[src/design/wimo_pkg.sv]
// Shared types and constants for the weighted image moment block.
// No dependencies; imported by the interfaces and every module.
`default_nettype none
package wimo_pkg;

  localparam int COORD_W   = 16;
  localparam int VAL_W     = 16;
  localparam int WGT_W     = 16;
  localparam int ORD_W     = 3;
  localparam int MOM_W     = 64;
  localparam int BASE_W    = 48;
  localparam int CFG_IDX_W = 2;

  // Register indexes on the configuration channel.
  localparam logic [CFG_IDX_W-1:0] REG_CENTROID_X = 2'd0;
  localparam logic [CFG_IDX_W-1:0] REG_CENTROID_Y = 2'd1;
  localparam logic [CFG_IDX_W-1:0] REG_ORDER      = 2'd2;

  localparam logic [ORD_W-1:0] ORDER_RESET = 3'd2;

  // One classified pixel, handed from front to back.
  typedef struct packed {
    logic [BASE_W-1:0]  base_mag;  // |value| * window * pixel weight
    logic [COORD_W-1:0] ax;        // |dx|
    logic [COORD_W-1:0] ay;        // |dy|
    logic               vneg;
    logic               xneg;
    logic               yneg;
    logic [ORD_W-1:0]   order;     // clamped active order
    logic               last;
  } queue_item_t;

endpackage
`default_nettype wire

[src/design/wimo_fifo.sv]
// Two-entry queue of classified pixels between front and back.
// Depends on wimo_pkg.
`default_nettype none
module wimo_fifo
  import wimo_pkg::*;
(
  input  wire logic  clk,
  input  wire logic  rst,
  input  wire logic  push,
  input  queue_item_t wdata,
  output logic       full,
  input  wire logic  pop,
  output logic       nonempty,
  output queue_item_t rdata
);

  queue_item_t mem [2];
  logic        wp, rp;
  logic [1:0]  count;

  assign full = count == 2'd2;
  assign nonempty = count != 2'd0;
  assign rdata = mem[rp];

  always_ff @(posedge clk) begin
    if (rst) begin
      wp <= 1'b0;
      rp <= 1'b0;
      count <= 2'd0;
    end else begin
      if (push) wp <= ~wp;
      if (pop) rp <= ~rp;
      if (push && !pop) count <= count + 2'd1;
      else if (pop && !push) count <= count - 2'd1;
    end
  end

  always_ff @(posedge clk) begin
    if (push) mem[wp] <= wdata;
  end

endmodule
`default_nettype wire

[config.mk]
export PLATFORM = sky130hd
export DESIGN_NAME = wimo_fifo
export DESIGN_NICKNAME = d
export VERILOG_FILES = /design/src/design/wimo_pkg.sv /design/src/design/wimo_fifo.sv
export SDC_FILE = /design/constraint.sdc
export NUM_CORES = 1
export LEC_CHECK = 0
export ABC_AREA = 1
export BUFFER_PORTS_ARGS = -buffer_cell sky130_fd_sc_hd__clkbuf_2
export CELL_PAD_IN_SITES_DETAIL_PLACEMENT = 2
export CELL_PAD_IN_SITES_GLOBAL_PLACEMENT = 2
export CORE_UTILIZATION = 34
export DETAILED_ROUTE_END_ITERATION = 10
export PLACE_DENSITY = 0.78
export SYNTH_ARGS = -nofsm -noshare
export SYNTH_HDL_FRONTEND = slang
export SYNTH_SLANG_ARGS = --single-unit
[constraint.sdc]
create_clock -name clk -period 4.7 [get_ports clk]
set_clock_uncertainty 0.05 [all_clocks]
set_input_delay 0.235 -clock clk [delete_from_list [all_inputs] [get_ports clk]]
set_output_delay 0.235 -clock clk [all_outputs]
set_load 0.01 [all_outputs]
==> impl_metrics.json <==
{
  "status": "finished clean",
  "synthCells": 304,
  "hold_buffers": 88,
  "post-route-drc-count": 0,
  "top_level_ports": 180,
  "cts-buffers-inserted": 17,
  "final_common_cell": "clkbuf_2",
  "period_minus_slack_ns": 2.74,
  "synthAdderAreaFrac_pct": 0.189,
  "seqCellArea_sq_um": 5330,
  "setup_viol": 0,
  "initial_utilization_pct": 35.1,
  "yosysTopAreaCell": "edfxtp_1",
  "synth_xor_area_share_pct": 0.132,
  "post-route-util_pct": 48.9,
  "cts.path.max_buffers": 2,
  "clock_latency_ns": 0.42,
  "r2r-end": "mem[0][17]$_DFFE_PP_",
  "layout-drive-gt1-share_pct": 50.8,
  "area_delta_synth_final_pct": 39.4,
  "die-area_sq_um": 20000,
  "layout_common_cells": "clkbuf_2 (179), edfxtp_1 (174), dlygate4sd3_1 (88)",
  "pwr-share-comb_pct": 11.7,
  "wl_per_cell_microns": 18.3,
  "cp_slowest_stage_delay_ns": 0.95,
  "ys_seq_area_share_pct": 80.4,
  "fin_cells": 855,
  "max_cap_violations": 0,
  "gr-usage-all-layers_pct": 16.5,
  "ff2ff_setup_slack_ns": 2.68,
  "r2r_cells": 2,
  "grt-ovfl-total": 0,
  "crit_family": "flip-flops",
  "p_seq_share_pct": 51.9,
  "routed_wirelength_mm": 15.7,
  "clockPowerShare_pct": 36.3,
  "drt-initial-drc-count": 145,
  "path_class": "reg2out",
  "synth-seq-cells": 179,
  "drv_slew": 0,
  "gp_congestion": 0.732,
  "post_cts_resized": 0,
  "synth_compound_area_share_pct": 0.151,
  "vdd_drop_max_uv": 250,
  "critPathBufInv": 2,
  "switching_share_pct": 24.1,
  "dp_hpwl_mm": 9.52,
  "r2r-start": "wp$_SDFFE_PP0P_",
  "endpoint": "rdata[85]",
  "yosysWarnings": 0,
  "yosys.area.top_type_share_pct": 78.9,
  "holdWs_ns": 0.0568,
  "multi_input_area_sq_um": 1190,
  "tns_ns": 0,
  "worst-path-stages": 3,
  "ant_nets": 0,
  "synth_cell_types": 16,
  "worstSetupStartpointType": "register",
  "required_ns": 4.41,
  "placed_cells": 735,
  "synth_mux_area_share_pct": 16.5,
  "hold_class": "in2reg",
  "final_net_count": 674,
  "maxSlewHeadroom_pct": 19.2,
  "power_density_nw_per_um2": 395,
  "synth_top_family_by_area": "multiplexers",
  "worstPathMaxFanout": 63,
  "path_cells": "buf_4, mux2_2, clkbuf_2",
  "cts.clk_slew.worst_paths_ns": 0.06,
  "netlist_area_sq_um": 6630,
  "synth_nets": 396,
  "cp_slowest_cell": "dfxtp_4",
  "grt_pass1_wl_mm": 24.2,
  "worst_ep_arrival_time_ns": 2.45,
  "fillers": 1789,
  "fmax_mhz": 366,
  "syn_avg_cell_area_sq_um": 21.8,
  "internal-power_w": 0.00277,
  "die_y_microns": 142,
  "first_pass_iters": 4,
  "grt_pass1_vias": 4382,
  "postCtsSetupBuffers": 0,
  "antenna_found_initial": 0,
  "rsz0062_at_grt": "no",
  "num_rows": 50,
  "hold_viol_final": 0,
  "fin_crit_sh_pct": 58.2,
  "via_per_inst": 4.40,
  "core_sq_um": 18900,
  "min_path_cells": 3,
  "setup_ws_ns": 1.96,
  "tightest_slew_ns": 1.21,
  "cts_sinks": 179,
  "port-buffer-count": 179,
  "grt_max_degree": 89,
  "leakagePower_nw": 3.58,
  "critPathCaptureType": "primary output",
  "cts_tree": "built",
  "root_buffer": "clkbuf_16",
  "antenna_cells": 0,
  "synth.top_cells.by_area": "edfxtp_1 (79%), mux2_2 (9.7%), mux2_4 (6.8%)",
  "synthSimpleGateAreaFrac_pct": 0.925,
  "htree_levels": 4,
  "p_switching_w": 0.000880,
  "fp.dieW_microns": 142,
  "num_vias": 3763,
  "post-place-ws_ns": 2.33
}
==> worst min path at each step <==
stage          startpoint                   end
3_5_place_dp    wdata[11]  mem[0][11]$_DFFE_PP_
6_report              pop       rp$_SDFFE_PP0P_
2_1_floorplan         rst              register
3_3_place_gp    wdata[13]  mem[0][13]$_DFFE_PP_
4_1_cts               pop       rp$_SDFFE_PP0P_
5_1_grt               pop       rp$_SDFFE_PP0P_
==> power groups by stage <==
stage	logic, W	clock network (W)	registers [W]
floorplan	0.000230	0	0.00190
global placement	0.000353	0	0.00192
detailed placement	0.000370	0	0.00193
CTS	0.000432	0.00136	0.00190
global route	0.000460	0.00142	0.00190
finish	0.000428	0.00132	0.00189
==> cells by family (layout without fill, tap and decap cells) <==
| group | Yosys count | after routing |
|---|---|---|
| AOI/OAI and AO/OA | 2 | 2 |
| buffers and inverters | 19 | 310 |
| adders and majority gates | 1 | 1 |
| and+or+nand+nor | 15 | 15 |
| xor gates and xnor gates | 1 | 1 |
| muxes | 87 | 87 |
| DFF | 179 | 179 |
==> worst min-delay path: stages <==
cell and delay (ns):
clkbuf_2 0.10, xnor2_1 0.07, nor2_1 0.08
==> cells in the mapped netlist, drive strengths merged <==
cell    count
mux2       87
ha          1
edfxtp    174
nor2        6
nand4       1
buf        10
inv         9
nand3       1
a21oi       1
nor3        1
nand2       6
xnor2       1
dfxtp       5
o21ai       1
==> flip-flops by register name, summed over array words and instances, names as in the netlist, named ones only <==
signal / count
rp: 1
mem: 174
wp: 1
count: 2
==> layer usage <==
layer | vias up | track usage, % | part of all wire (%)
li1 | 1746 | - | -
met1 | 1881 | 18.0 | 39
met2 | 123 | 30.5 | 55
met3 | 13 | 5.20 | 5.3
met4 | 0 | 4.92 | 1.2
met5 | - | 0 | 0
==> through the flow <==
step           cell area, sq um  power, W
2_1_floorplan              6630   0.00213
3_3_place_gp               7810   0.00228
3_5_place_dp               7810   0.00230
4_1_cts                    9230   0.00368
5_1_grt                    9230   0.00378
6_report                   9230   0.00365
==> cell type report <==
class,count,share of cell area (%)
Clock inverter,14,1.27
Tap cell,260,3.52
Sequential cell,179,57.7
Multi-Input combinational cell,106,12.9
Clock buffer,18,4.65
Inverter,9,0.393
Timing Repair Buffer,269,19.5
Note: power is estimated with default switching activity, not from simulation.
