### src/design/wimo_pkg.sv
// Shared types and constants for the weighted image moment block.
// No dependencies; imported by the interfaces and every module.
`default_nettype none
package wimo_pkg;

  localparam int COORD_W   = 16;
  localparam int VAL_W     = 16;
  localparam int WGT_W     = 16;
  localparam int ORD_W     = 3;
  localparam int MOM_W     = 64;
  localparam int BASE_W    = 48;
  localparam int CFG_IDX_W = 2;

  // Register indexes on the configuration channel.
  localparam logic [CFG_IDX_W-1:0] REG_CENTROID_X = 2'd0;
  localparam logic [CFG_IDX_W-1:0] REG_CENTROID_Y = 2'd1;
  localparam logic [CFG_IDX_W-1:0] REG_ORDER      = 2'd2;

  localparam logic [ORD_W-1:0] ORDER_RESET = 3'd2;

  // One classified pixel, handed from front to back.
  typedef struct packed {
    logic [BASE_W-1:0]  base_mag;  // |value| * window * pixel weight
    logic [COORD_W-1:0] ax;        // |dx|
    logic [COORD_W-1:0] ay;        // |dy|
    logic               vneg;
    logic               xneg;
    logic               yneg;
    logic [ORD_W-1:0]   order;     // clamped active order
    logic               last;
  } queue_item_t;

endpackage
`default_nettype wire

### src/design/wimo_if.sv
// Channel interfaces: pixel input, moment output, register writes.
// Depends on wimo_pkg.
`default_nettype none
interface pixel_if
  import wimo_pkg::*;
();
  logic               valid;
  logic               ready;
  logic [VAL_W-1:0]   pixel_value;
  logic [WGT_W-1:0]   window_weight;
  logic [WGT_W-1:0]   pixel_weight;
  logic [COORD_W-1:0] pos_x;
  logic [COORD_W-1:0] pos_y;
  logic               last_pixel;
  modport source (output valid, pixel_value, window_weight, pixel_weight, pos_x, pos_y,
                  last_pixel, input ready);
  modport sink (input valid, pixel_value, window_weight, pixel_weight, pos_x, pos_y,
                last_pixel, output ready);
endinterface


interface cfg_if
  import wimo_pkg::*;
();
  logic                 valid;
  logic                 ready;
  logic [CFG_IDX_W-1:0] index;
  logic [COORD_W-1:0]   data;
  modport source (output valid, index, data, input ready);
  modport sink (input valid, index, data, output ready);
endinterface
`default_nettype wire

### src/design/wimo_front.sv
// Front end: register file, pixel accept, offsets and weight product.
// Depends on wimo_pkg and wimo_if.
`default_nettype none
module wimo_front
  import wimo_pkg::*;
#(
  parameter int MAX_ORDER = 4
) (
  input  wire logic  clk,
  input  wire logic  rst,
  pixel_if.sink      pix,
  cfg_if.sink        cfg,
  input  wire logic  hold,
  input  wire logic  q_full,
  output queue_item_t q_data,
  output logic       q_push
);

  logic signed [COORD_W-1:0] centroid_x, centroid_y;
  logic [ORD_W-1:0]          moment_order;

  assign cfg.ready = 1'b1;

  always_ff @(posedge clk) begin
    if (rst) begin
      centroid_x   <= '0;
      centroid_y   <= '0;
      moment_order <= ORDER_RESET;
    end else if (cfg.valid) begin
      unique case (cfg.index)
        REG_CENTROID_X: centroid_x <= cfg.data;
        REG_CENTROID_Y: centroid_y <= cfg.data;
        REG_ORDER:      moment_order <= cfg.data[ORD_W-1:0];
        default: ;
      endcase
    end
  end

  // stage 1: offsets and magnitudes; stage 2: first weight product
  logic               s1_v, s2_v, s1_adv, s2_adv, acc_in;
  logic [VAL_W-1:0]   s1_av;
  logic [WGT_W-1:0]   s1_ww, s1_pw, s2_pw;
  logic [31:0]        s2_p1;
  queue_item_t        s1_it, s2_it;
  logic signed [COORD_W:0] dx, dy;
  logic [ORD_W-1:0]   ord_clamp;

  assign s2_adv = s2_v && !q_full;
  assign s1_adv = s1_v && (!s2_v || s2_adv);
  assign pix.ready = !hold && (!s1_v || !s2_v || s2_adv);
  assign acc_in = pix.valid && pix.ready;
  assign q_push = s2_adv;

  assign dx = {pix.pos_x[COORD_W-1], pix.pos_x} - {centroid_x[COORD_W-1], centroid_x};
  assign dy = {pix.pos_y[COORD_W-1], pix.pos_y} - {centroid_y[COORD_W-1], centroid_y};
  assign ord_clamp = (int'(moment_order) > MAX_ORDER) ? ORD_W'(MAX_ORDER) : moment_order;

  always_ff @(posedge clk) begin
    if (rst) begin
      s1_v <= 1'b0;
      s2_v <= 1'b0;
    end else begin
      if (acc_in) s1_v <= 1'b1;
      else if (s1_adv) s1_v <= 1'b0;
      if (s1_adv) s2_v <= 1'b1;
      else if (s2_adv) s2_v <= 1'b0;
    end
  end

  always_ff @(posedge clk) begin
    if (acc_in) begin
      s1_av <= pix.pixel_value[VAL_W-1] ? VAL_W'(17'd0 - {1'b1, pix.pixel_value})
                                        : pix.pixel_value;
      s1_ww <= pix.window_weight;
      s1_pw <= pix.pixel_weight;
      s1_it.base_mag <= '0;
      s1_it.ax    <= dx[COORD_W] ? COORD_W'(-dx) : COORD_W'(dx);
      s1_it.ay    <= dy[COORD_W] ? COORD_W'(-dy) : COORD_W'(dy);
      s1_it.vneg  <= pix.pixel_value[VAL_W-1];
      s1_it.xneg  <= dx[COORD_W];
      s1_it.yneg  <= dy[COORD_W];
      s1_it.order <= ord_clamp;
      s1_it.last  <= pix.last_pixel;
    end
    if (s1_adv) begin
      s2_p1 <= s1_av * s1_ww;
      s2_pw <= s1_pw;
      s2_it <= s1_it;
    end
  end

  always_comb begin
    q_data = s2_it;
    q_data.base_mag = s2_p1 * s2_pw;
  end

endmodule
`default_nettype wire

### src/flat_wrapper.sv
// flat-port wrapper written by rule: the top's interface ports become plain ports
module wimo_front_flat import wimo_pkg::*;
#(
  parameter int MAX_ORDER = 4
)
  (clk, rst, hold, q_full, q_data, q_push, pix_valid, pix_pixel_value, pix_window_weight, pix_pixel_weight, pix_pos_x, pix_pos_y, pix_last_pixel, pix_ready, cfg_valid, cfg_index, cfg_data, cfg_ready);
  pixel_if pix_i ();
  cfg_if cfg_i ();
  input  wire logic clk;
  input  wire logic rst;
  input  wire logic hold;
  input  wire logic q_full;
  output queue_item_t q_data;
  output logic q_push;
  input wire logic [$bits(pix_i.valid)-1:0] pix_valid;
  input wire logic [$bits(pix_i.pixel_value)-1:0] pix_pixel_value;
  input wire logic [$bits(pix_i.window_weight)-1:0] pix_window_weight;
  input wire logic [$bits(pix_i.pixel_weight)-1:0] pix_pixel_weight;
  input wire logic [$bits(pix_i.pos_x)-1:0] pix_pos_x;
  input wire logic [$bits(pix_i.pos_y)-1:0] pix_pos_y;
  input wire logic [$bits(pix_i.last_pixel)-1:0] pix_last_pixel;
  output wire logic [$bits(pix_i.ready)-1:0] pix_ready;
  input wire logic [$bits(cfg_i.valid)-1:0] cfg_valid;
  input wire logic [$bits(cfg_i.index)-1:0] cfg_index;
  input wire logic [$bits(cfg_i.data)-1:0] cfg_data;
  output wire logic [$bits(cfg_i.ready)-1:0] cfg_ready;
  assign pix_i.valid = pix_valid;
  assign pix_i.pixel_value = pix_pixel_value;
  assign pix_i.window_weight = pix_window_weight;
  assign pix_i.pixel_weight = pix_pixel_weight;
  assign pix_i.pos_x = pix_pos_x;
  assign pix_i.pos_y = pix_pos_y;
  assign pix_i.last_pixel = pix_last_pixel;
  assign pix_ready = pix_i.ready;
  assign cfg_i.valid = cfg_valid;
  assign cfg_i.index = cfg_index;
  assign cfg_i.data = cfg_data;
  assign cfg_ready = cfg_i.ready;
  wimo_front #(.MAX_ORDER(MAX_ORDER)) u_core (.clk(clk), .rst(rst), .pix(pix_i), .cfg(cfg_i), .hold(hold), .q_full(q_full), .q_data(q_data), .q_push(q_push));
endmodule
### config.mk
export PLATFORM = sky130hd
export DESIGN_NAME = wimo_front_flat
export DESIGN_NICKNAME = d
export VERILOG_FILES = /design/src/design/wimo_pkg.sv /design/src/design/wimo_if.sv /design/src/design/wimo_front.sv /design/src/flat_wrapper.sv
export SDC_FILE = /design/constraint.sdc
export NUM_CORES = 2
export LEC_CHECK = 0
export ABC_AREA = 0
export BUFFER_PORTS_ARGS = -buffer_cell sky130_fd_sc_hd__buf_4
export CAP_MARGIN = 20
export CORE_MARGIN = 3
export CORE_UTILIZATION = 65
export CTS_BUF_LIST = sky130_fd_sc_hd__clkbuf_8
export DETAILED_ROUTE_END_ITERATION = 7
export GPL_ROUTABILITY_DRIVEN = 0
export HOLD_SLACK_MARGIN = 0.06
export PLACE_DENSITY_LB_ADDON = 0.3
export SLEW_MARGIN = 20
export SYNTH_ARGS = -nofsm -noshare
export SYNTH_HDL_FRONTEND = slang
export SYNTH_SLANG_ARGS = --single-unit
### constraint.sdc
create_clock -name clk -period 14 [get_ports clk]
set_input_delay 1.4 -clock clk [delete_from_list [all_inputs] [get_ports clk]]
set_output_delay 1.4 -clock clk [all_outputs]
set_load 0.01 [all_outputs]
==> impl_results.md <==
- Clock latency on the worst-skew pair: 0.62 ns
- Share of layout cells above drive strength 1: 8.35%
- CTS Buf Count: 38
- Yosys top cell by area: fa_1
- Fillcell total: 3810
- # clock sinks: 211
- Vias in the first global route: 26575
- DRT iter0 DRCs: 1642
- Top cells by area, synth: fa_1, edfxtp_1, ha_1
- Async SR Flop Fraction: 0%
- Hold Path Cell Cnt: 0
- DR pass1 iterations: 5
- Global-route wire length before repair: 129000 um
- Final hold viol count: 0
- Number of synthesized flops with an enable pin: 174
- Area Overhead vs Synth: 8.07%
- Vias: 24870
- Crit start category: flop
- Post-cts resize count: 0
- Slew @ Worst Pin: 1.17 ns
- Routed Antenna Nets: 0
- Starting density of the core: 66.4%
- I/O Pins: 195
- Minimum clock period after layout: 9.39 ns
- Setup WS pre-CTS: 5.42 ns
- Worst Setup End Kind: primary output
- Row count: 82
- RSZ-0062 raised after global routing: no
- Clock transition at path regs: 0.07 ns
- Mapped Nets: 4519
- DIE WIDTH: 234 um
- CP Max Fanout: 32
- WP data arrival: 7.99 ns
- Initial antenna violation count: 0
- Core area: 50700 um^2
- Final net count: 4635
- Most frequent cells in the layout: inv_1, fa_1, nand2_1, and2_1, ha_1
- Final WS setup: 4.61 ns
- Ys flop type: edfxtp_1
- Most common cell on crit path: fa_1
- Setup_tns: 0 ns
- H-Tree Depth: 2
- Post-DP HPWL: 61200 um
- Period Utilization, post-route: 67.0%
- Fmax: 0.107 GHz
- GRT Total Usage: 29.9%
- Post-synthesis sequential area ratio: 17.7%
- Post-DP Area: 35600 um^2
- Area of the mapped netlist: 33700 um^2
- Max Cap Violations: 0
- CTS tree: done
- Most common cell after layout, fill and taps aside: inv_1
- Worst EP required: 12.60 ns
- Sequence of cells on the critical path: and2_1 -> fa_1 -> inv_1 -> fa_1 -> fa_1 -> inv_1 -> fa_1 -> fa_1 -> inv_1 -> fa_1 -> inv_1 -> ha_1 -> and3_1 -> a221oi_1 -> o311ai_1 -> a21oi_2 -> o221ai_1 -> a31o_2 -> a21oi_1 -> xnor2_1 -> buf_4
- Crit Path Category: flop to primary output
- Die H: 234 um
- Port buffer count: 193
- DIE AREA: 54500 um^2
- Yosys top cell area share: 36.5%
- Syn Area/Cell: 9.50 um^2
- Synthesis Warnings: 0
- Gr ovfl total: 0
- Overall routed net length: 78600 um
- Largest net degree at the start of global routing: 62
- WL/cell: 18.0 um
- Root buffer cell: clkbuf_8
- Hold/Removal Path Class: flop to flop
- Drc violations: 0
- Post-CTS setup buffers: 0
- Via/cell ratio: 5.70
- Skew final: 0.0271 ns
- Worst reg2reg path depth: 20
- Slew HR: 21.8%
- Max-slew violation count: 0
- Post-CTS Hold Fix Bufs: 0
- Syn Inst Count: 3541
- CP max-delay cell: edfxtp_1
- Max clock buf depth: 3
- Max incr delay on CP: 1.12 ns
- Synth cell types: 89
- Status: finished, final reports clean
- Register bit total from synthesis: 211
- Finished Cell Area: 36400 um^2
- # setup viols final: 0
==> final timing paths <==
kind / end / start / slack, ns
max: q_data[85] / u_core.s2_pw[4] / 4.61
min: u_core.q_data[0] / u_core.s1_it[0] / 0.41
max reg2reg: u_core.s2_p1[31] / u_core.s1_av[10] / 6.98
min reg2reg: u_core.q_data[0] / u_core.s1_it[0] / 0.41
==> worst max-delay path: cells and delay by family, from the launching register on <==
family,cells,cell delay [ns]
AO/OA/AOI/OAI,6,1.95
AND/OR/NAND/NOR,2,0.48
flip-flops,1,1.12
adder cells (fa/ha/maj),7,3.21
buffers and inverters,5,0.39
XOR/XNOR,1,0.18
==> stage by stage <==
stage | hold slack (ns) | instances | util [%]
after floorplan | 0.400 | 3541 | -
after global placement | 0.400 | 4289 | 70.2
after detailed placement | 0.405 | 4289 | 70.2
after CTS | 0.411 | 4359 | 71.8
after global routing | 0.417 | 4359 | 71.8
final | 0.411 | 4360 | 71.8
==> cells in the mapped netlist (all sizes together) (5+ instances only) <==
master  number
inv        738
fa         614
nand2      590
and2       314
ha         259
edfxtp     174
clkbuf     134
a21oi      109
xnor2       92
nor2        69
a21o        48
o21ai       46
dfxtp       37
xor2        36
nor3        22
nand3       19
nor2b       19
o21a        18
a211oi      16
a31oi       13
o31ai       13
and3        12
o211ai      11
nand2b      10
or3         10
o21bai       9
a211o        6
a311oi       6
mux2i        6
or2          6
a221oi       5
nand4        5
nor3b        5
nor4         5
==> cell type report <==
class / instances / area, um^2 / share of cell area, %
repair buffers: 212 / 1590 / 4.38
multi-input cells: 2456 / 24400 / 67.1
clock inverters: 31 / 245 / 0.674
clock buffers: 39 / 537 / 1.48
inverters: 738 / 2770 / 7.62
flip-flops and latches: 211 / 5970 / 16.4
diodes: 1 / 2.50 / 0.00688
well taps: 672 / 841 / 2.31
==> metal layers <==
layer	GRT usage [%]	vias up	part of all wire (%)
met4	11.6	0	3.8
met1	36.7	12491	37
li1	-	11102	-
met3	5.67	229	7.8
met2	52.5	1048	51
met5	0	-	0
==> state kept, by name (all words and copies together) (netlist names), 16 cells and up <==
register / count
u_core.s1_it: 39
u_core.s2_p1: 32
u_core.q_data: 39
u_core.s1_av: 16
u_core.s1_pw: 16
u_core.centroid_x: 16
u_core.centroid_y: 16
u_core.s1_ww: 16
u_core.s2_pw: 16
==> cells by family after synthesis <==
| family | after synthesis | share of synthesized area, % |
|---|---|---|
| simple gates | 1105 | 15.8 |
| buf+inv | 874 | 9.76 |
| fa+ha+maj | 873 | 46.2 |
| compound gates | 340 | 6.85 |
| flops | 211 | 17.7 |
| xor+xnor | 128 | 3.38 |
| mux | 9 | 0.316 |
| other cells | 1 | 0.0111 |
Power is left out: the tool's default activity adds up to more than one toggle a clock period on the data nets, which glitch-free logic cannot reach.
