`config.mk`:
```
export PLATFORM = sky130hd
export DESIGN_NAME = wimo_back_flat
export DESIGN_NICKNAME = d
export VERILOG_FILES = /design/src/design/wimo_pkg.sv /design/src/design/wimo_if.sv /design/src/design/wimo_back.sv /design/src/flat_wrapper.sv
export SDC_FILE = /design/constraint.sdc
export NUM_CORES = 2
export LEC_CHECK = 0
export BUFFER_PORTS_ARGS = -buffer_cell sky130_fd_sc_hd__buf_2
export CORE_MARGIN = 4
export CORE_UTILIZATION = 55
export CTS_CLUSTER_DIAMETER = 80
export CTS_CLUSTER_SIZE = 14
export DETAILED_ROUTE_END_ITERATION = 12
export GPL_TIMING_DRIVEN = 0
export PLACE_DENSITY = 0.81
export REMOVE_ABC_BUFFERS = 1
export SLEW_MARGIN = 20
export SYNTH_ARGS = -nofsm -noshare
export SYNTH_HDL_FRONTEND = slang
export SYNTH_SLANG_ARGS = --single-unit
export TNS_END_PERCENT = 50
```
`constraint.sdc`:
```
create_clock -name clk -period 16.6 [get_ports clk]
set_input_delay 3.32 -clock clk [delete_from_list [all_inputs] [get_ports clk]]
set_output_delay 3.32 -clock clk [all_outputs]
set_load 0.03 [all_outputs]
```
`src/design/wimo_pkg.sv`:
```
// Shared types and constants for the weighted image moment block.
// No dependencies; imported by the interfaces and every module.
`default_nettype none
package wimo_pkg;

  localparam int COORD_W   = 16;
  localparam int VAL_W     = 16;
  localparam int WGT_W     = 16;
  localparam int ORD_W     = 3;
  localparam int MOM_W     = 64;
  localparam int BASE_W    = 48;
  localparam int CFG_IDX_W = 2;

  // Register indexes on the configuration channel.
  localparam logic [CFG_IDX_W-1:0] REG_CENTROID_X = 2'd0;
  localparam logic [CFG_IDX_W-1:0] REG_CENTROID_Y = 2'd1;
  localparam logic [CFG_IDX_W-1:0] REG_ORDER      = 2'd2;

  localparam logic [ORD_W-1:0] ORDER_RESET = 3'd2;

  // One classified pixel, handed from front to back.
  typedef struct packed {
    logic [BASE_W-1:0]  base_mag;  // |value| * window * pixel weight
    logic [COORD_W-1:0] ax;        // |dx|
    logic [COORD_W-1:0] ay;        // |dy|
    logic               vneg;
    logic               xneg;
    logic               yneg;
    logic [ORD_W-1:0]   order;     // clamped active order
    logic               last;
  } queue_item_t;

endpackage
`default_nettype wire

```
`src/design/wimo_if.sv`:
```
// Channel interfaces: pixel input, moment output, register writes.
// Depends on wimo_pkg.
`default_nettype none


interface moment_if
  import wimo_pkg::*;
();
  logic             valid;
  logic             ready;
  logic [MOM_W-1:0] moment_value;
  logic [ORD_W-1:0] x_power;
  logic [ORD_W-1:0] y_power;
  logic             last_moment;
  modport source (output valid, moment_value, x_power, y_power, last_moment, input ready);
  modport sink (input valid, moment_value, x_power, y_power, last_moment, output ready);
endinterface

`default_nettype wire

```
`src/design/wimo_back.sv`:
```
// Back end: bit-serial power products, term scaling, accumulator memory,
// emission and clearing sweep. Depends on wimo_pkg and wimo_if.
`default_nettype none
module wimo_back
  import wimo_pkg::*;
#(
  parameter int MAX_ORDER       = 4,
  parameter int COORD_FRAC_BITS = 4
) (
  input  wire logic  clk,
  input  wire logic  rst,
  input  wire logic  q_valid,
  input  queue_item_t q_data,
  output logic       q_pop,
  output logic       clearing,
  moment_if.source   mom
);

  localparam int NUM_ACC = (MAX_ORDER + 1) * (MAX_ORDER + 2) / 2;
  localparam int AW = (NUM_ACC > 1) ? $clog2(NUM_ACC) : 1;
  localparam int NW = $clog2(MAX_ORDER + 2);
  localparam int W  = BASE_W + COORD_W * MAX_ORDER;

  typedef enum logic [6:0] {
    S_CLEAR     = 7'b0000001,
    S_IDLE      = 7'b0000010,
    S_TERM      = 7'b0000100,
    S_ACC       = 7'b0001000,
    S_MUL       = 7'b0010000,
    S_EMIT_RD   = 7'b0100000,
    S_EMIT_WAIT = 7'b1000000
  } back_state_t;

  back_state_t state;
  logic [W-1:0]       pmag, tmag, mcand, prod;
  logic [COORD_W-1:0] mult, ax, ay;
  logic [NW-1:0]      px, py, en, ej;
  logic [ORD_W-1:0]   ord;
  logic               vneg, xneg, yneg, last, row;
  logic [AW-1:0]      clr, ra, wa, term_idx, emit_idx;
  logic [MOM_W-1:0]   rdata, wd, term, term_next, sum_sat;
  logic               we;
  logic [MOM_W-1:0]   acc_mem [NUM_ACC];
  logic [MOM_W-1:0]   out_value;
  logic [ORD_W-1:0]   out_xp, out_yp;
  logic               out_last;

  function automatic logic [AW-1:0] tri_idx(input logic [NW-1:0] n, input logic [NW-1:0] j);
    int t;
    t = ((int'(n) * (int'(n) + 1)) >> 1) + int'(j);
    return AW'(t);
  endfunction

  assign term_idx = tri_idx(NW'(px + py), py);
  assign emit_idx = tri_idx(en, ej);
  assign clearing = state == S_CLEAR;
  assign q_pop = (state == S_IDLE) && q_valid;

  // Shift by COORD_FRAC_BITS*n+30 with floor, then saturate to 64 bits.
  always_comb begin
    int k;
    logic [W-1:0] sh;
    logic [W:0]   m;
    logic         rem, neg;
    k   = COORD_FRAC_BITS * (int'(px) + int'(py)) + 30;
    neg = vneg ^ (xneg & px[0]) ^ (yneg & py[0]);
    sh  = tmag >> k;
    rem = |(tmag & ~({W{1'b1}} << k));
    m   = {1'b0, sh} + (W+1)'(rem);
    if (!neg) begin
      term_next = (|sh[W-1:MOM_W-1]) ? {1'b0, {(MOM_W-1){1'b1}}} : sh[MOM_W-1:0];
    end else begin
      term_next = (|m[W:MOM_W-1]) ? {1'b1, {(MOM_W-1){1'b0}}} : MOM_W'(-m[MOM_W-1:0]);
    end
  end

  always_comb begin
    logic [MOM_W:0] s;
    s = {rdata[MOM_W-1], rdata} + {term[MOM_W-1], term};
    if (s[MOM_W] != s[MOM_W-1])
      sum_sat = s[MOM_W] ? {1'b1, {(MOM_W-1){1'b0}}} : {1'b0, {(MOM_W-1){1'b1}}};
    else
      sum_sat = s[MOM_W-1:0];
  end

  // hold the emission address while a moment waits so the read data stays put
  always_comb begin
    ra = ((state == S_EMIT_RD) || (state == S_EMIT_WAIT)) ? emit_idx : term_idx;
    we = (state == S_ACC) || (state == S_CLEAR);
    wa = (state == S_CLEAR) ? clr : term_idx;
    wd = (state == S_CLEAR) ? '0 : sum_sat;
  end

  always_ff @(posedge clk) begin
    if (we) acc_mem[wa] <= wd;
    rdata <= acc_mem[ra];
  end

  always_ff @(posedge clk) begin
    if (rst) begin
      state <= S_CLEAR;
      clr   <= '0;
    end else begin
      unique case (state)
        S_CLEAR: begin
          if (int'(clr) == NUM_ACC - 1) begin
            clr <= '0;
            state <= S_IDLE;
          end else begin
            clr <= clr + AW'(1);
          end
        end
        S_IDLE: if (q_valid) state <= S_TERM;
        S_TERM: state <= S_ACC;
        S_ACC: begin
          if (int'(px) + int'(py) < int'(ord)) state <= S_MUL;
          else if (int'(px) < int'(ord)) state <= S_MUL;
          else if (last) state <= S_EMIT_RD;
          else state <= S_IDLE;
        end
        S_MUL: if (mult == '0) state <= S_TERM;
        S_EMIT_RD: state <= S_EMIT_WAIT;
        S_EMIT_WAIT: begin
          if (mom.ready) state <= out_last ? S_CLEAR : S_EMIT_RD;
        end
        default: state <= S_CLEAR;
      endcase
    end
  end

  // datapath: no reset needed
  always_ff @(posedge clk) begin
    unique case (state)
      S_IDLE: begin
        pmag <= W'(q_data.base_mag);
        tmag <= W'(q_data.base_mag);
        ax <= q_data.ax;
        ay <= q_data.ay;
        vneg <= q_data.vneg;
        xneg <= q_data.xneg;
        yneg <= q_data.yneg;
        ord <= q_data.order;
        last <= q_data.last;
        px <= '0;
        py <= '0;
        en <= '0;
        ej <= '0;
      end
      S_TERM: term <= term_next;
      S_ACC: begin
        prod <= '0;
        if (int'(px) + int'(py) < int'(ord)) begin
          mcand <= tmag;
          mult <= ay;
          py <= py + NW'(1);
          row <= 1'b0;
        end else begin
          mcand <= pmag;
          mult <= ax;
          px <= px + NW'(1);
          py <= '0;
          row <= 1'b1;
        end
      end
      S_MUL: begin
        if (mult == '0) begin
          tmag <= prod;
          if (row) pmag <= prod;
        end else begin
          if (mult[0]) prod <= prod + mcand;
          mcand <= mcand << 1;
          mult <= mult >> 1;
        end
      end
      S_EMIT_RD: ;
      S_EMIT_WAIT: begin
        if (mom.ready && !out_last) begin
          if (ej == en) begin
            en <= en + NW'(1);
            ej <= '0;
          end else begin
            ej <= ej + NW'(1);
          end
        end
      end
      default: ;
    endcase
    if (state == S_EMIT_RD) begin
      out_value <= rdata;
      out_xp <= ORD_W'(en - ej);
      out_yp <= ORD_W'(ej);
      out_last <= (int'(en) == int'(ord)) && (ej == en);
    end
  end

  // read data for the emission lands in the cycle after EMIT_RD
  assign mom.valid        = state == S_EMIT_WAIT;
  assign mom.moment_value = (state == S_EMIT_WAIT) ? rdata : out_value;
  assign mom.x_power      = out_xp;
  assign mom.y_power      = out_yp;
  assign mom.last_moment  = out_last;

  a_acc_after_term: assert property (@(posedge clk) disable iff (rst)
    (state == S_ACC) |-> ($past(state) == S_TERM))
    else $error("accumulate without term stage");
  a_emit_done_clears: assert property (@(posedge clk) disable iff (rst)
    (state == S_EMIT_WAIT && mom.ready && out_last) |=> (state == S_CLEAR))
    else $error("no clearing sweep after last moment");
  a_pop_starts_term: assert property (@(posedge clk) disable iff (rst)
    q_pop |=> (state == S_TERM))
    else $error("popped item not processed");

endmodule
`default_nettype wire

```
`src/flat_wrapper.sv`:
```
// flat-port wrapper written by rule: the top's interface ports become plain ports
module wimo_back_flat import wimo_pkg::*;
#(
  parameter int MAX_ORDER       = 4,
  parameter int COORD_FRAC_BITS = 4
)
  (clk, rst, q_valid, q_data, q_pop, clearing, mom_valid, mom_moment_value, mom_x_power, mom_y_power, mom_last_moment, mom_ready);
  moment_if mom_i ();
  input  wire logic clk;
  input  wire logic rst;
  input  wire logic q_valid;
  input  queue_item_t q_data;
  output logic q_pop;
  output logic clearing;
  output wire logic [$bits(mom_i.valid)-1:0] mom_valid;
  output wire logic [$bits(mom_i.moment_value)-1:0] mom_moment_value;
  output wire logic [$bits(mom_i.x_power)-1:0] mom_x_power;
  output wire logic [$bits(mom_i.y_power)-1:0] mom_y_power;
  output wire logic [$bits(mom_i.last_moment)-1:0] mom_last_moment;
  input wire logic [$bits(mom_i.ready)-1:0] mom_ready;
  assign mom_valid = mom_i.valid;
  assign mom_moment_value = mom_i.moment_value;
  assign mom_x_power = mom_i.x_power;
  assign mom_y_power = mom_i.y_power;
  assign mom_last_moment = mom_i.last_moment;
  assign mom_i.ready = mom_ready;
  wimo_back #(.MAX_ORDER(MAX_ORDER), .COORD_FRAC_BITS(COORD_FRAC_BITS)) u_core (.clk(clk), .rst(rst), .q_valid(q_valid), .q_data(q_data), .q_pop(q_pop), .clearing(clearing), .mom(mom_i));
endmodule
```
==> impl_metrics.ini <==
[floorplanning]
initial_core_util = 0.556
die_area_um2 = 167000
fp.dieH_um = 409
io_pins = 165
rows = 146
die_x_um = 409
core_area_um2 = 159000

[global_routing]
grt_pass1_vias = 67232
grt_pass1_wl_um = 418000
grt_max_degree = 114
grt_usage = 0.326
grt_overflow = 0
antenna_found_initial = 0

[critical_path]
cp.buffers_inverters = 6
start_kind = flip-flop
cpLargestDelayFamily = compound AO/OA/AOI/OAI gates
cpMostUsedCell = ha_1
critPathSlowestCell = a211oi_1
arrival_ns = 14.68
crit_fanout = 34
cp_slowest_stage_delay_ns = 1.12
cp.required_ns = 17.03
end_kind = flip-flop
crit_type = reg2reg

[yosys]
netlist.area_leader.share = 0.548
synth_area_um2 = 88300
synthAdderAreaFrac = 0.0330
synth-seq-cells = 1686
synth-edff-count = 1611
synth_cells = 8095
synth_top_family_by_area = simple AND/OR/NAND/NOR gates
yosysSeqAreaShare = 0.565
synth_xor_area_frac = 0.0273
yosysTopAreaCell = edfxtp_1
synth.distinct_cells = 100
synth.area.mux_share = 0.0570
synth.avg_cell_area_um2 = 10.9
ys_warn_count = 0
synth_flop_cell = edfxtp_1
ys_top_cells_by_area = edfxtp_1 (55%), nand2_1 (7.1%), ha_1 (3.1%)
synthArstFlopShare = 0
synth-simple-area-share = 0.167
synth-compound-area-share = 0.122

[pwr]
ir_drop_v = 0.000175
power_density_nw_per_um2 = 156
power_leakage_nw = 35.2
power_mw = 15.4

[placed_design]
pre_cts_ws_ns = 3.27
gp_congestion = 1.04
hpwl_um = 199000
io_buffer_count = 164
postPlaceCellArea_um2 = 94700
dp.cells = 10049

[clock_tree]
post-cts-setup-buffers = 0
clock_latency_ns = 0.81
cts_tree = done
cts_resized = 0
cts_sinks = 1686
cts_hold_buf = 0
clockRootBuffer = clkbuf_16
clk_path_buf_depth = 3
cts_inserted_buffers = 140
h-tree-depth = 4
clkSlewWorstSetupHoldPaths_ns = 0.07

[timing]
hold_ws_ns = 0.490
final.setup.tns_ns = 0
final_max_slew_viol_count = 0
worst_pin_slew_ns = 1.23
rsz0062_at_grt = false
slew_headroom = 0.169
hold_viol = 0
fin_skew_ns = 0.0683
fmax_mhz = 70.2
finalCritPeriodShare = 0.858
setup_violations = 0
period_needed_ns = 14.24
fin_ws_ns = 2.36

[run_status]
status = complete, but fails checks
failed_checks = design-rule violations

[routing]
ant_nets = 0
num_vias = 69499
drt-initial-drc-count = 9297
routed_via_density = 6.76
drc = 1
dr.pass1.iters = 12
wl_per_cell_um = 27.4
wl_um = 281000

[run]
drv_cap = 0

[layout]
final_nets = 8438
final_common_cell = nand2_1
antenna-diode-count = 0
final_cells = 10279
final_area_um2 = 98900
final_util = 0.622
area_delta_synth_final_pct = 12.0
drive_gt1_frac = 0.101
mostFrequentLayoutCells = nand2_1 (1667), edfxtp_1 (1611), a21oi_1 (442), nor2_1 (427), nand3_1 (397)

[hold_path]
hold_path_class = reg2reg
==> flip-flops by register name (all words and copies together), names as in the netlist, 3 cells and up <==
signal,cells
u_core.ord,3
u_core.term,64
u_core.prod,112
u_core.out_value,64
u_core.state,7
u_core.ej,3
u_core.px,3
u_core.mult,16
u_core.ax,16
u_core.tmag,112
u_core.mom.x_power,3
u_core.ay,16
u_core.mom.y_power,3
u_core.py,3
u_core.rdata,64
u_core.mcand,112
u_core.clr,4
u_core.pmag,112
u_core.en,3
u_core.acc_mem,960
==> power by group <==
group / internal, mW / switching (mW) / total [mW]
Sequential: 5.69 / 0.223 / 5.91
Clock: 1.62 / 1.55 / 3.16
Combinational: 2.15 / 4.19 / 6.34
Total: 9.46 / 5.96 / 15.4
==> cell usage after synthesis (all sizes together) (26+ instances only) <==
library cell,n
buf,102
o21bai,42
xor2,109
nor3,122
nand2b,40
xnor2,166
nor2,447
nand2,1671
and3,107
nor4,74
a21o,148
inv,101
nand3,400
clkbuf,408
mux2,57
o21ai,371
mux4,97
a31oi,105
a21oi,449
a211oi,28
edfxtp,1611
or3,33
dfxtp,75
nand4,110
mux2i,219
and2,115
a311oi,198
ha,217
o211ai,30
nor2b,30
o31ai,26
==> layer usage <==
layer / vias up / share of wire / track usage
met2: 4500 / 0.47 / 0.525
li1: 30262 / - / -
met5: - / 0 / 0
met1: 33680 / 0.37 / 0.415
met3: 1057 / 0.10 / 0.0663
met4: 0 / 0.066 / 0.181
==> final timing paths <==
kind | start | end | slack (ns) | depth (start not counted)
hold / removal | u_core.rdata[44]$_DFF_P_ | u_core.out_value[44]$_DFFE_PP_ | 0.49 | 0
hold reg to reg | u_core.rdata[44]$_DFF_P_ | u_core.out_value[44]$_DFFE_PP_ | 0.49 | 0
setup reg to reg | u_core.py[0]$_SDFFCE_PN0P_ | u_core.term[0]$_DFFE_PP_ | 2.36 | 27
setup / recovery | u_core.py[0]$_SDFFCE_PN0P_ | u_core.term[0]$_DFFE_PP_ | 2.36 | 27
==> cell type report <==
type / instances / area (µm²)
clock buffer: 209 / 3810
clock inverter: 20 / 378
fill: 11790 / 60000
inverter: 101 / 387
multi-input combinational: 5798 / 36500
sequential: 1686 / 49900
tap: 2072 / 2590
timing repair buffer: 393 / 5420
==> cells by family after synthesis <==
kind of cell	after synthesis
AO/OA/AOI/OAI	1654
XOR/XNOR	275
adder cells (fa/ha/maj)	227
buffers and inverters	611
flip-flops	1686
multiplexers	373
AND/OR/NAND/NOR	3269
Power figures use the tool's default switching activity.
